`config.mk`:
```
export PLATFORM = sky130hd
export DESIGN_NAME = bfe_ctrl
export DESIGN_NICKNAME = d
export VERILOG_FILES = /design/src/rtl/bfe_pkg.sv /design/src/rtl/bfe_ctrl.sv
export SDC_FILE = /design/constraint.sdc
export NUM_CORES = 1
export LEC_CHECK = 0
export BUFFER_PORTS_ARGS = -buffer_cell sky130_fd_sc_hd__buf_4
export CAP_MARGIN = 30
export CORE_UTILIZATION = 35
export CTS_CLUSTER_DIAMETER = 30
export DETAILED_ROUTE_END_ITERATION = 6
export PLACE_DENSITY_LB_ADDON = 0.08
export SYNTH_ARGS = -nofsm -noshare
export SYNTH_HDL_FRONTEND = slang
export SYNTH_SLANG_ARGS = --single-unit
```
`constraint.sdc`:
```
create_clock -name clk -period 2.9 [get_ports clk]
set_input_delay 0.29 -clock clk [delete_from_list [all_inputs] [get_ports clk]]
set_output_delay 0.29 -clock clk [all_outputs]
set_load 0.05 [all_outputs]
```
`src/rtl/bfe_pkg.sv`:
```
// ----------------------------------------------------------------------------
// bfe_pkg
// Types, constants and the SipHash round shared by the Bloom filter engine.
// ----------------------------------------------------------------------------
package bfe_pkg;

	localparam logic [63:0] SIP_INIT_A = 64'h736f6d6570736575;
	localparam logic [63:0] SIP_INIT_B = 64'h646f72616e646f6d;
	localparam logic [63:0] SIP_INIT_C = 64'h6c7967656e657261;
	localparam logic [63:0] SIP_INIT_D = 64'h7465646279746573;
	localparam logic [63:0] SIP_FIN_XOR = 64'h00000000000000ff;

	localparam int CFG_IDX_W = 3;
	localparam logic [CFG_IDX_W-1:0] REG_KEY_LOW   = 3'd0;
	localparam logic [CFG_IDX_W-1:0] REG_KEY_HIGH  = 3'd1;
	localparam logic [CFG_IDX_W-1:0] REG_SEED_0    = 3'd2;
	localparam logic [CFG_IDX_W-1:0] REG_SEED_1    = 3'd3;
	localparam logic [CFG_IDX_W-1:0] REG_SEED_2    = 3'd4;
	localparam logic [CFG_IDX_W-1:0] REG_WORDS     = 3'd5;

	localparam logic CMD_INSERT = 1'b1;

	localparam int WORDS_W   = 11;
	localparam int DIV_STEPS = 58;
	localparam int NPROBE    = 3;

	typedef struct packed {
		logic [63:0] a;
		logic [63:0] b;
		logic [63:0] c;
		logic [63:0] d;
	} lanes_t;

	typedef enum logic [2:0] {
		LN_HOLD,
		LN_LOAD_IN,
		LN_LOAD_TAIL,
		LN_ROUND,
		LN_ROUND_XA,
		LN_FIN,
		LN_RELOAD
	} lane_op_t;

	typedef enum logic [3:0] {
		ST_CLEAR,
		ST_IDLE,
		ST_RND1,
		ST_RND2,
		ST_TAIL,
		ST_FIN,
		ST_FRND,
		ST_HASH,
		ST_DIV,
		ST_PRD,
		ST_PCHK,
		ST_OUT
	} state_t;

	typedef struct packed {
		lane_op_t    lane_op;
		logic        accept;
		logic        clr_wr;
		logic        hash_ld;
		logic        div_step;
		logic        rd_en;
		logic        probe_chk;
		logic [1:0]  probe;
		logic        out_ld;
	} ctrl_cmd_t;

	typedef struct packed {
		logic clr_done;
		logic last;
		logic full;
		logic out_free;
	} dp_status_t;

	function automatic logic [63:0] rotl(logic [63:0] x, int n);
		return (x << n) | (x >> (64 - n));
	endfunction

	function automatic lanes_t sip_round(lanes_t v);
		lanes_t r;
		r = v;
		r.a = r.a + r.b; r.b = rotl(r.b, 13); r.b = r.b ^ r.a; r.a = rotl(r.a, 32);
		r.c = r.c + r.d; r.d = rotl(r.d, 16); r.d = r.d ^ r.c;
		r.a = r.a + r.d; r.d = rotl(r.d, 21); r.d = r.d ^ r.a;
		r.c = r.c + r.b; r.b = rotl(r.b, 17); r.b = r.b ^ r.c; r.c = rotl(r.c, 32);
		return r;
	endfunction

endpackage

```
`src/rtl/bfe_ctrl.sv`:
```
// ----------------------------------------------------------------------------
// bfe_ctrl
// Sequencer: clearing pass, absorb rounds, finalisation, division and probes.
// ----------------------------------------------------------------------------
module bfe_ctrl (
	input  logic                  clk,
	input  logic                  arst_n,
	input  logic                  in_valid,
	output logic                  in_ready,
	input  bfe_pkg::dp_status_t   st,
	output bfe_pkg::ctrl_cmd_t    cmd
);
	import bfe_pkg::*;

	state_t     state_q, state_d;
	logic [5:0] cnt_q;
	logic [1:0] probe_q;
	logic       tail_done_q;

	always_comb begin
		state_d = state_q;
		unique case (state_q)
			ST_CLEAR: if (st.clr_done) state_d = ST_IDLE;
			ST_IDLE:  if (in_valid) state_d = ST_RND1;
			ST_TAIL:  state_d = ST_RND1;
			ST_RND1:  state_d = ST_RND2;
			ST_RND2: begin
				if (!st.last) state_d = ST_IDLE;
				else if (st.full && !tail_done_q) state_d = ST_TAIL;
				else state_d = ST_FIN;
			end
			ST_FIN:   state_d = ST_FRND;
			ST_FRND:  if (cnt_q == 6'd3) state_d = ST_HASH;
			ST_HASH:  state_d = ST_DIV;
			ST_DIV:   if (cnt_q == 6'(DIV_STEPS - 1)) state_d = ST_PRD;
			ST_PRD:   state_d = ST_PCHK;
			ST_PCHK:  state_d = (probe_q == 2'(NPROBE - 1)) ? ST_OUT : ST_PRD;
			ST_OUT:   if (st.out_free) state_d = ST_IDLE;
			default:  state_d = ST_CLEAR;
		endcase
	end

	always_comb begin
		cmd       = '0;
		cmd.probe = probe_q;
		in_ready  = 1'b0;
		unique case (state_q)
			ST_CLEAR: cmd.clr_wr = 1'b1;
			ST_IDLE: begin
				in_ready = 1'b1;
				if (in_valid) begin
					cmd.accept  = 1'b1;
					cmd.lane_op = LN_LOAD_IN;
				end
			end
			ST_TAIL:  cmd.lane_op = LN_LOAD_TAIL;
			ST_RND1:  cmd.lane_op = LN_ROUND;
			ST_RND2:  cmd.lane_op = LN_ROUND_XA;
			ST_FIN:   cmd.lane_op = LN_FIN;
			ST_FRND:  cmd.lane_op = LN_ROUND;
			ST_HASH:  cmd.hash_ld = 1'b1;
			ST_DIV:   cmd.div_step = 1'b1;
			ST_PRD:   cmd.rd_en = 1'b1;
			ST_PCHK:  cmd.probe_chk = 1'b1;
			ST_OUT: begin
				if (st.out_free) begin
					cmd.out_ld  = 1'b1;
					cmd.lane_op = LN_RELOAD;
				end
			end
			default: cmd = '0;
		endcase
	end

	always_ff @(posedge clk or negedge arst_n) begin
		if (!arst_n) begin
			state_q     <= ST_CLEAR;
			cnt_q       <= '0;
			probe_q     <= '0;
			tail_done_q <= 1'b0;
		end else begin
			state_q <= state_d;
			if (state_q == ST_FIN || state_q == ST_HASH) begin
				cnt_q <= '0;
			end else if (state_q == ST_FRND || state_q == ST_DIV) begin
				cnt_q <= cnt_q + 6'd1;
			end
			if (state_q == ST_HASH) begin
				probe_q <= '0;
			end else if (state_q == ST_PCHK) begin
				probe_q <= probe_q + 2'd1;
			end
			if (state_q == ST_IDLE) begin
				tail_done_q <= 1'b0;
			end else if (state_q == ST_TAIL) begin
				tail_done_q <= 1'b1;
			end
		end
	end
endmodule

```
Word level (Yosys, flattened, before mapping)
Index checks and enable logic that the tools add are counted.
- add/subtract/negate cells: 2
- equal/unequal tests: 19
- multiplexer cells: 28
- reductions and logical operators: 11
- operators with widths (kind ; count):
    $pmux W4 S12 ; 1
    $mux W4 ; 5
    $pmux W3 S6 ; 1
    $eq A4 B3 Y1 const B ; 4
    $eq A4 B4 Y1 const B ; 4
    $mux W1 ; 12
    $mux W6 ; 2
    $reduce_or A12 Y1 ; 1
    $mux W2 ; 5
    $ne A2 B2 Y1 const B ; 5
    $eq A4 B2 Y1 const B ; 2
    $add A6 B1 Y6 const B ; 1
    $eq A6 B2 Y1 const B ; 1
    $eq A6 B6 Y1 const B ; 1
    $mux W3 ; 2
    $reduce_bool A2 Y1 ; 3
    $reduce_and A5 Y1 ; 1
    $eq A4 B1 Y1 const B ; 1
    $logic_not A4 Y1 ; 1
    $add A2 B1 Y2 const B ; 1
    $eq A2 B2 Y1 const B ; 1
    $logic_or A1 B1 Y1 ; 2
    $reduce_or A2 Y1 ; 1
    $logic_and A1 B1 Y1 ; 1
    $logic_not A1 Y1 ; 1
- bits in registers: 13
- output and inout port bits: 13
- word-level logic and storage cells: 64

Depth between registers and ports, before layout
Gate-level depths: netlist of the first run.
- word-level depth: 5
- depth in mapped cells: 6
- gate-level depth less buffers: 6

Least setup slack after synthesis of the first run
Ideal clock, no wire load.
- path type: reg-to-reg
- start: reg state_q[3]
- end: reg state_q[1]
- library setup time: 128 ps
- data arrival time: 2876 ps
- required time: 2772 ps
- slack: -104 ps
- cell stages (with the launch flop): 6
- path buffers: 1
- cells stage by stage: dfrtp_1 -> buf_2 -> nor4b_1 -> a32o_2 -> nor3_4 -> mux2_1
- longest elaborated chain between the ends: 3
- RTL lines (item ; RTL line ; RTL):
    start: declaration ; bfe_ctrl.sv:15 ; state_t state_q, state_d;
    start signal: assignment ; bfe_ctrl.sv:82 ; state_q <= state_d;
    $eq A4 B4 Y1 (tied with other cells) ; bfe_ctrl.sv:22 ; unique case (state_q)
    $ne A2 B2 Y1 (no line) ; n/a ;
    $reduce_and A5 Y1 (no line) ; n/a ;
Several ways; a longest one is shown, not always the timed one.
A chain may end at the register's enable or synchronous reset.

==> impl_metrics.tcl, run 1 <==
set metrics [dict create \
    fin_total_pwr_mw 1.32 \
    outcome "complete, no violations" \
    pwr-share-comb 0.622 \
    fin_ws_ns 0.605 \
    dp_hpwl_mm 1.80 \
    rsz0062_at_grt "no" \
    cts-htree-levels 1 \
    gr-total-overflow 0 \
    die_y_um 56.1 \
    synth_cell_types 46 \
    antenna_left 0 \
    finalCritPeriodShare 0.791 \
    grt_usage 0.174 \
    tightest_slew_ns 0.699 \
    vias_per_cell 5.50 \
    synth_ff_type "dfrtp_1" \
    syn_nets 135 \
    die_area_um2 3150 \
    dr.pass1.iters 4 \
    criticalPathCategory "register to primary output" \
    place_congestion 0.762 \
    slew_violations 0 \
    grt_max_degree 25 \
    synth_area_leader_cell "dfrtp_1" \
    finClkSkew_ns 0.00166 \
    routedWlPerCell_um 14.6 \
    wirelength_mm 2.53 \
    initial_core_util 0.372 \
    p_clk_frac 0.091 \
    tns_ns 0 \
    max_freq_mhz 436 \
    vdd_drop_max_mv 0.520 \
    setup_violations 0 \
    power_density_nw_per_um2 1080 \
    grt_pass1_wl_mm 4.31 \
    switching_power_mw 0.721 \
    nNetsFinal 153 \
    yosys_register_bits 13 \
    p_int_mw 0.601 \
    route.detailed.drc 0 \
    ys.warnings.count 0 \
    final_cell_count_no_fill 173 \
    fillers 292 \
    power_frac_seq 0.287 \
    cts_buffer_depth 2 \
    diodes 0 \
    maxCapViolations 0 \
    hp-class "input pin to asynchronous set/reset pin" \
    area_growth_pct 18.9 \
    hold_violations 0 \
    critPathArrivalTime_ns 2.00 \
    drive_gt1_frac 0.197 \
    multi_input_area_um2 653 \
    die_x_um 56.1 \
    worstPathRequired_ns 2.61 \
    cts_made_buffers 3 \
    slew_headroom 0.534 \
    swShare 0.545 \
    cts_resized 0 \
    syn_avg_cell_area_um2 8.20 \
    syn-cell-area_um2 1020 \
    root_buffer "clkbuf_4" \
    synth_top_area_share 0.317 \
    clk_latency_ns 0.28 \
    initialDrtViolationCount 17 \
    synth_cells 125 \
    core_um2 2760 \
    detailedPlace.worstSlack_ns 0.790 \
    critPathLaunchType "register" \
    fin_crit_ns 2.29 \
    dp.cells 168 \
    yosys-top-cells-area "dfrtp_1, nor2_1, ha_1" \
    via_count 951 \
    io_buffers 19 \
    grt_pass1_vias 900 \
    path_max_fanout 24 \
    clock_sinks 13 \
    critPathCaptureType "primary output" \
    io_pins 20 \
    tritoncts "done" \
    fp-row-count 19 \
    clk_pin_slew_ns 0.09 \
    synth_edf_count 0 \
    grt_antenna_before_repair 0 \
    ys_seq_area_frac 0.317 \
    leakage_nw 0.518 \
    synth_async_sr_flop_share 1.00 \
    seq_area_um2 325 \
]
==> registers in the layout, summed over array words and instances, names as in the netlist <==
name,count
state_q,4
probe_q,2
tail_done_q,1
cnt_q,6
==> critical path, stage by stage (launching register included) <==
cell and delay, ns:
dfrtp_1 0.80, nand2b_1 0.35, nor2_1 0.21, nor2b_1 0.07
nor2_1 0.08, buf_4 0.21
==> power by group through the flow <==
stage / sequential (mW) / combinational (mW) / clock (mW)
4_1_cts: 0.378 / 0.830 / 0.125
5_1_grt: 0.400 / 0.908 / 0.130
6_report: 0.379 / 0.822 / 0.121
3_3_place_gp: 0.379 / 0.825 / 0
2_1_floorplan: 0.284 / 0.722 / 0
3_5_place_dp: 0.383 / 0.827 / 0
==> per-stage QoR <==
stage	instance area [um^2]	hold WS, ns	utilization
3_5_place_dp	1180	0.156	0.429
3_3_place_gp	1180	0.154	0.429
4_1_cts	1220	0.388	0.442
6_report	1220	0.387	0.442
2_1_floorplan	1030	-0.00559	-
5_1_grt	1220	0.393	0.442
==> layout by cell type, fill, tap and decap left out, drive strengths merged, types with 2 or more instances in the layout <==
cell type  count
o22ai          2
o21ai          5
nand2          8
inv            5
dfrtp         13
a211oi         3
and2           2
nor2          16
clkbuf         4
nor2b          6
a21oi          7
nand2b         5
mux2i          3
a21boi         2
ha             3
nand3          2
buf           19
nor3           7
mux2           2
a221oi         2
xnor2          4
==> synth_stat cells (all sizes together), types with 3 or more instances <==
master  count
nor2       16
dfrtp      13
nand2       8
a21oi       7
nor3        7
nor2b       6
inv         5
nand2b      5
o21ai       5
clkbuf      4
xnor2       4
a211oi      3
buf         3
ha          3
mux2i       3
==> path summary, 6_finish.rpt <==
path,end,slack [ns],depth (start not counted),start
max in group asynchronous,probe_q[0]$_DFFE_PN0P_,2.34,2,arst_n
max,cmd[11],0.61,5,state_q[2]$_DFFE_PN0P_
max reg2reg,state_q[1]$_DFFE_PN0P_,0.77,5,cnt_q[0]$_DFFE_PN0P_
min reg2reg,tail_done_q$_DFFE_PN0P_,0.50,2,tail_done_q$_DFFE_PN0P_
min in group clk,state_q[2]$_DFFE_PN0P_,0.43,4,st[2]
min,cnt_q[5]$_DFFE_PN0P_,0.39,2,arst_n
==> layer usage <==
layer | up-vias | global-route usage | routed length (um)
met1 | 444 | 0.255 | 1290
met3 | 2 | 0.0209 | 51
li1 | 492 | - | -
met2 | 13 | 0.267 | 1170
met4 | 0 | 0.0557 | 10
met5 | - | 0 | 0
==> what timing repair did <==
| item | in CTS | in global routing |
|---|---|---|
| endpoints found under the hold margin | 13 | 0 |
| hold buffers | 1 | 0 |
| setup buffers | 0 | 0 |
==> logic make-up (layout without fill, tap and decap cells) <==
logic type      count (synthesis)  after routing  share of synthesized area
simple gates                   56             56                      0.294
flops                          13             13                      0.317
compound gates                 31             31                      0.215
mux                             5              5                     0.0513
fa+ha+maj                       3              3                     0.0366
buf+inv                        13             30                     0.0513
xor+xnor                        4              4                     0.0342
==> cell type report <==
cell class                 count  area share
tap                           31      0.0318
timing repair buffer          20       0.125
clock buffer                   4      0.0216
sequential                    13       0.267
multi-input combinational     99       0.536
inverter                       6      0.0185
(Power assumes the default switching activity.)
==> inputs of run 2 (changes only) <==
==> constraint.sdc (replaced) <==
create_clock -name clk -period 2.1 [get_ports clk]
set_input_delay 0.21 -clock clk [delete_from_list [all_inputs] [get_ports clk]]
set_output_delay 0.21 -clock clk [all_outputs]
set_load 0.05 [all_outputs]
==> impl_metrics.tcl, run 2 (synthesis results as in run 1) <==
set metrics [dict create \
    root_buffer "clkbuf_4" \
    drive_gt1_frac 0.296 \
    max_freq_mhz 513 \
    regMostFlops "cnt_q" \
    clk_pin_slew_ns 0.10 \
    io_pins 20 \
    dp.cells 178 \
    place_congestion 0.825 \
    grt_pass1_vias 1021 \
    hold-worst-slack_ns 0.291 \
    gr-total-overflow 0 \
    setup_violations 0 \
    hold_violations 0 \
    critPathCaptureType "primary output" \
    reg2reg_slack_ns 0.18 \
    diodes 0 \
    antenna_left 0 \
    via_count 1010 \
    die_y_um 56.1 \
    clk_latency_ns 0.29 \
    cts_made_buffers 3 \
    crit_end "cmd[10]" \
    slew_violations 0 \
    largest_reg_flops 6 \
    layout_commonest_cell "buf_4" \
    initial_core_util 0.372 \
    final_cell_mix "buf_4, nor2_1, dfrtp_1, nand2_1, a21oi_1" \
    finClkSkew_ns 0.0110 \
    routedWlPerCell_um 14.8 \
    nNetsFinal 163 \
    path_max_fanout 9 \
    cts-htree-levels 1 \
    grt_usage 0.188 \
    maxCapViolations 0 \
    vias_per_cell 5.52 \
    detailedPlace.worstSlack_ns 0.163 \
    leakage_nw 0.570 \
    fin_total_pwr_mw 1.98 \
    power_density_nw_per_um2 1500 \
    grt_antenna_before_repair 0 \
    core_um2 2760 \
    rsz0062_at_grt "no" \
    route.detailed.drc 0 \
    dr.pass1.iters 4 \
    worstReg2RegEnd "state_q[1]$_DFFE_PN0P_" \
    clock_sinks 13 \
    grt_max_degree 17 \
    worstPathRequired_ns 1.89 \
    wirelength_mm 2.71 \
    timing.rr.start "cnt_q[0]$_DFFE_PN0P_" \
    cts_buffer_depth 2 \
    critPathLaunchType "register" \
    slew_headroom 0.738 \
    design_area_um2 1320 \
    critPathLaunch "state_q[1]$_DFFE_PN0P_" \
    finalCritPeriodShare 0.929 \
    fp-row-count 19 \
    fin_ws_ns 0.149 \
    initialDrtViolationCount 27 \
    die_area_um2 3150 \
    top_regs "cnt_q: 6 flops, state_q: 4 flops, probe_q: 2 flops" \
    hp-class "input pin to asynchronous set/reset pin" \
    r2r.worst_path.cells 5 \
    postCtsSetupBuffers 0 \
    tightest_slew_ns 0.393 \
    final_cell_count_no_fill 183 \
    tritoncts "done" \
    fin_crit_ns 1.95 \
    die_x_um 56.1 \
    outcome "complete, no violations" \
    io_buffers 19 \
    dp_hpwl_mm 2.05 \
    critPathArrivalTime_ns 1.74 \
    criticalPathCategory "register to primary output" \
    grt_pass1_wl_mm 4.60 \
    placedInstanceArea_um2 1270 \
    area_growth_pct 28.7 \
    vdd_drop_max_mv 1.00 \
]
run 2: cell types whose count changed in the layout (fill, tap and decap cells not counted), sizes merged:
cell / before / now
clkbuf: 4 / 3
buf: 19 / 29
clkinvlp: 0 / 1
run 2: worst min path at each step:
stage                                       to  cells past startpoint
after floorplan           cnt_q[0]$_DFFE_PN0P_                      0
final                     cnt_q[4]$_DFFE_PN0P_                      2
after CTS                 cnt_q[3]$_DFFE_PN0P_                      2
after global placement    cnt_q[4]$_DFFE_PN0P_                      1
after detailed placement  cnt_q[3]$_DFFE_PN0P_                      1
after global routing      cnt_q[3]$_DFFE_PN0P_                      2
run 2: power by group:
part	switching, mW	internal (mW)	leakage, nW
sequential	0.135	0.329	0.167
clock	0.0957	0.0708	0.0177
combinational	0.820	0.531	0.385
run 2: cell type report:
cell class	count	area, um^2
Sequential cell	13	328
Tap cell	31	38.8
Inverter	6	26.3
Clock buffer	3	22.5
Fill cell	282	1440
Clock inverter	1	5.00
Timing Repair Buffer	30	228
Multi-Input combinational cell	99	671
run 2: worst max-delay path, cell delays in order, from the launching register on:
cell     delay [ns]
dfrtp_1        0.48
buf_4          0.20
and2_1         0.17
and3_1         0.20
a31o_2         0.21
buf_4          0.18
run 2: what timing repair did:
action,4_1_cts,5_1_grt
resized for setup,0,3
endpoints found under the setup margin,0,2
endpoints found under the hold margin,13,0
hold buffers,1,0
run 2: layer usage:
layer | up-vias | wire, um | global-route usage
met5 | - | 0 | 0
met4 | 0 | 44 | 0.0941
met3 | 6 | 86 | 0.0233
met2 | 17 | 1380 | 0.321
met1 | 483 | 1190 | 0.230
li1 | 504 | - | -
run 2: through the flow:
| step | setup TNS [ns] | utilization |
|---|---|---|
| 2_1_floorplan | -0.163 | - |
| 5_1_grt | 0 | 0.478 |
| 3_5_place_dp | 0 | 0.462 |
| 4_1_cts | 0 | 0.476 |
| 6_report | 0 | 0.478 |
| 3_3_place_gp | 0 | 0.462 |
==> inputs of run 3 (changes only) <==
--- a/config.mk
+++ b/config.mk
@@ -11,6 +11,7 @@
 export CTS_CLUSTER_DIAMETER = 30
 export DETAILED_ROUTE_END_ITERATION = 6
 export PLACE_DENSITY_LB_ADDON = 0.08
+export REMOVE_ABC_BUFFERS = 1
 export SYNTH_ARGS = -nofsm -noshare
 export SYNTH_HDL_FRONTEND = slang
 export SYNTH_SLANG_ARGS = --single-unit
==> impl_metrics.tcl, run 3 (synthesis results as in run 1) <==
set metrics [dict create \
    criticalPathCategory "register to primary output" \
    core_um2 2760 \
    die_x_um 56.1 \
    grt_max_degree 19 \
    via_count 1029 \
    grt_pass1_wl_mm 4.33 \
    cts-htree-levels 1 \
    grt_usage 0.178 \
    gr-total-overflow 0 \
    hp-class "input pin to asynchronous set/reset pin" \
    vias_per_cell 5.69 \
    reg2reg_slack_ns 0.17 \
    setup_violations 0 \
    routedWlPerCell_um 14.5 \
    postCtsSetupBuffers 0 \
    antenna_left 0 \
    place_congestion 0.764 \
    path_max_fanout 12 \
    initialDrtViolationCount 38 \
    die_area_um2 3150 \
    root_buffer "clkbuf_4" \
    finalCritPeriodShare 0.957 \
    fp-row-count 19 \
    clk_latency_ns 0.28 \
    vdd_drop_max_mv 0.922 \
    finClkSkew_ns 0.00244 \
    cts_made_buffers 3 \
    hold_violations 0 \
    tritoncts "done" \
    utilization 0.463 \
    worstPathRequired_ns 1.89 \
    slew_violations 0 \
    tightest_slew_ns 0.510 \
    cts_buffer_depth 2 \
    met1_usage 0.267 \
    slew_headroom 0.659 \
    clk_pin_slew_ns 0.09 \
    use_met2 0.252 \
    top_regs "cnt_q: 6 flops, state_q: 4 flops, probe_q: 2 flops" \
    diodes 0 \
    critPathArrivalTime_ns 1.80 \
    power_density_nw_per_um2 1490 \
    rsz0062_at_grt "no" \
    leakage_nw 0.554 \
    dr.pass1.iters 4 \
    outcome "complete, no violations" \
    io_buffers 19 \
    critPathLaunchType "register" \
    fillers 286 \
    multi_input_area_um2 647 \
    maxCapViolations 0 \
    regMostFlops "cnt_q" \
    initial_core_util 0.372 \
    max_freq_mhz 498 \
    grt_antenna_before_repair 0 \
    layout_commonest_cell "buf_4" \
    final_cell_mix "buf_4, nor2_1, dfrtp_1, nand2_1, a21oi_1" \
    area_growth_pct 24.5 \
    critPathCaptureType "primary output" \
    io_pins 20 \
    grt_use_met3 0.0256 \
    fin_total_pwr_mw 1.91 \
    largest_reg_flops 6 \
    route.detailed.drc 0 \
    clock_sinks 13 \
    drive_gt1_frac 0.253 \
    busiest_layer "met1" \
    grt_pass1_vias 897 \
    seq_area_um2 329 \
    die_y_um 56.1 \
    dp_hpwl_mm 1.96 \
    fin_crit_ns 2.01 \
    nNetsFinal 161 \
    wirelength_mm 2.62 \
]
==> run 3: cell types whose count changed in the layout (fill, tap and decap cells not counted), sizes merged <==
cell,before,now
clkbuf,3,4
buf,29,27
clkinvlp,1,0
==> run 3: worst paths after layout <==
kind	start	end	cells after the start
worst min register to register	tail_done_q$_DFFE_PN0P_	tail_done_q$_DFFE_PN0P_	2
max in group asynchronous	arst_n	state_q[3]$_DFFE_PN0P_	2
worst max-delay path	state_q[3]$_DFFE_PN0P_	cmd[11]	6
worst min-delay path	arst_n	state_q[1]$_DFFE_PN0P_	2
worst max register to register	cnt_q[3]$_DFFE_PN0P_	state_q[1]$_DFFE_PN0P_	4
min in group clk	st[2]	state_q[2]$_DFFE_PN0P_	4
==> run 3: power by group <==
group	internal (mW)	switching (mW)
clock network	0.0736	0.0883
registers	0.330	0.143
logic	0.488	0.783
==> run 3: layout make-up <==
type,count,share of cell area
well taps,31,0.0304
repair buffers,28,0.167
flip-flops and latches,13,0.258
multi-input cells,99,0.507
inverters,6,0.0176
clock buffers,4,0.0206
==> run 3: critical path, cell delays in order, from the launching register on <==
cell      delay (ns)
dfrtp_2         0.50
buf_4           0.20
nand2b_1        0.29
nor2_1          0.19
nor2b_1         0.06
nor2_1          0.08
buf_4           0.21
==> run 3: metrics by stage <==
| step | setup WS (ns) | hold WS (ns) | std cells | TNS, ns | area, um^2 |
|---|---|---|---|---|---|
| 6_report | 0.0900 | 0.309 | 181 | 0 | 1280 |
| 5_1_grt | 0.0123 | 0.318 | 181 | 0 | 1280 |
| 4_1_cts | 0.0422 | 0.305 | 181 | 0 | 1270 |
| 3_5_place_dp | 0.181 | 0.0761 | 176 | 0 | 1240 |
| 3_3_place_gp | 0.202 | 0.0732 | 176 | 0 | 1240 |
| 2_1_floorplan | -1.04 | -0.0856 | 118 | -3.85 | 995 |
==> run 3: timing repair <==
item | CTS | global route
endpoints found under the setup margin | 1 | 4
hold buffers | 1 | 0
endpoints found under the hold margin | 13 | 0
resized for setup | 1 | 2
==> run 3: per-layer routing <==
layer	routed length [um]	up-vias
li1	-	504
met1	1330	489
met2	1110	34
met3	164	2
met4	18	0
met5	0	-
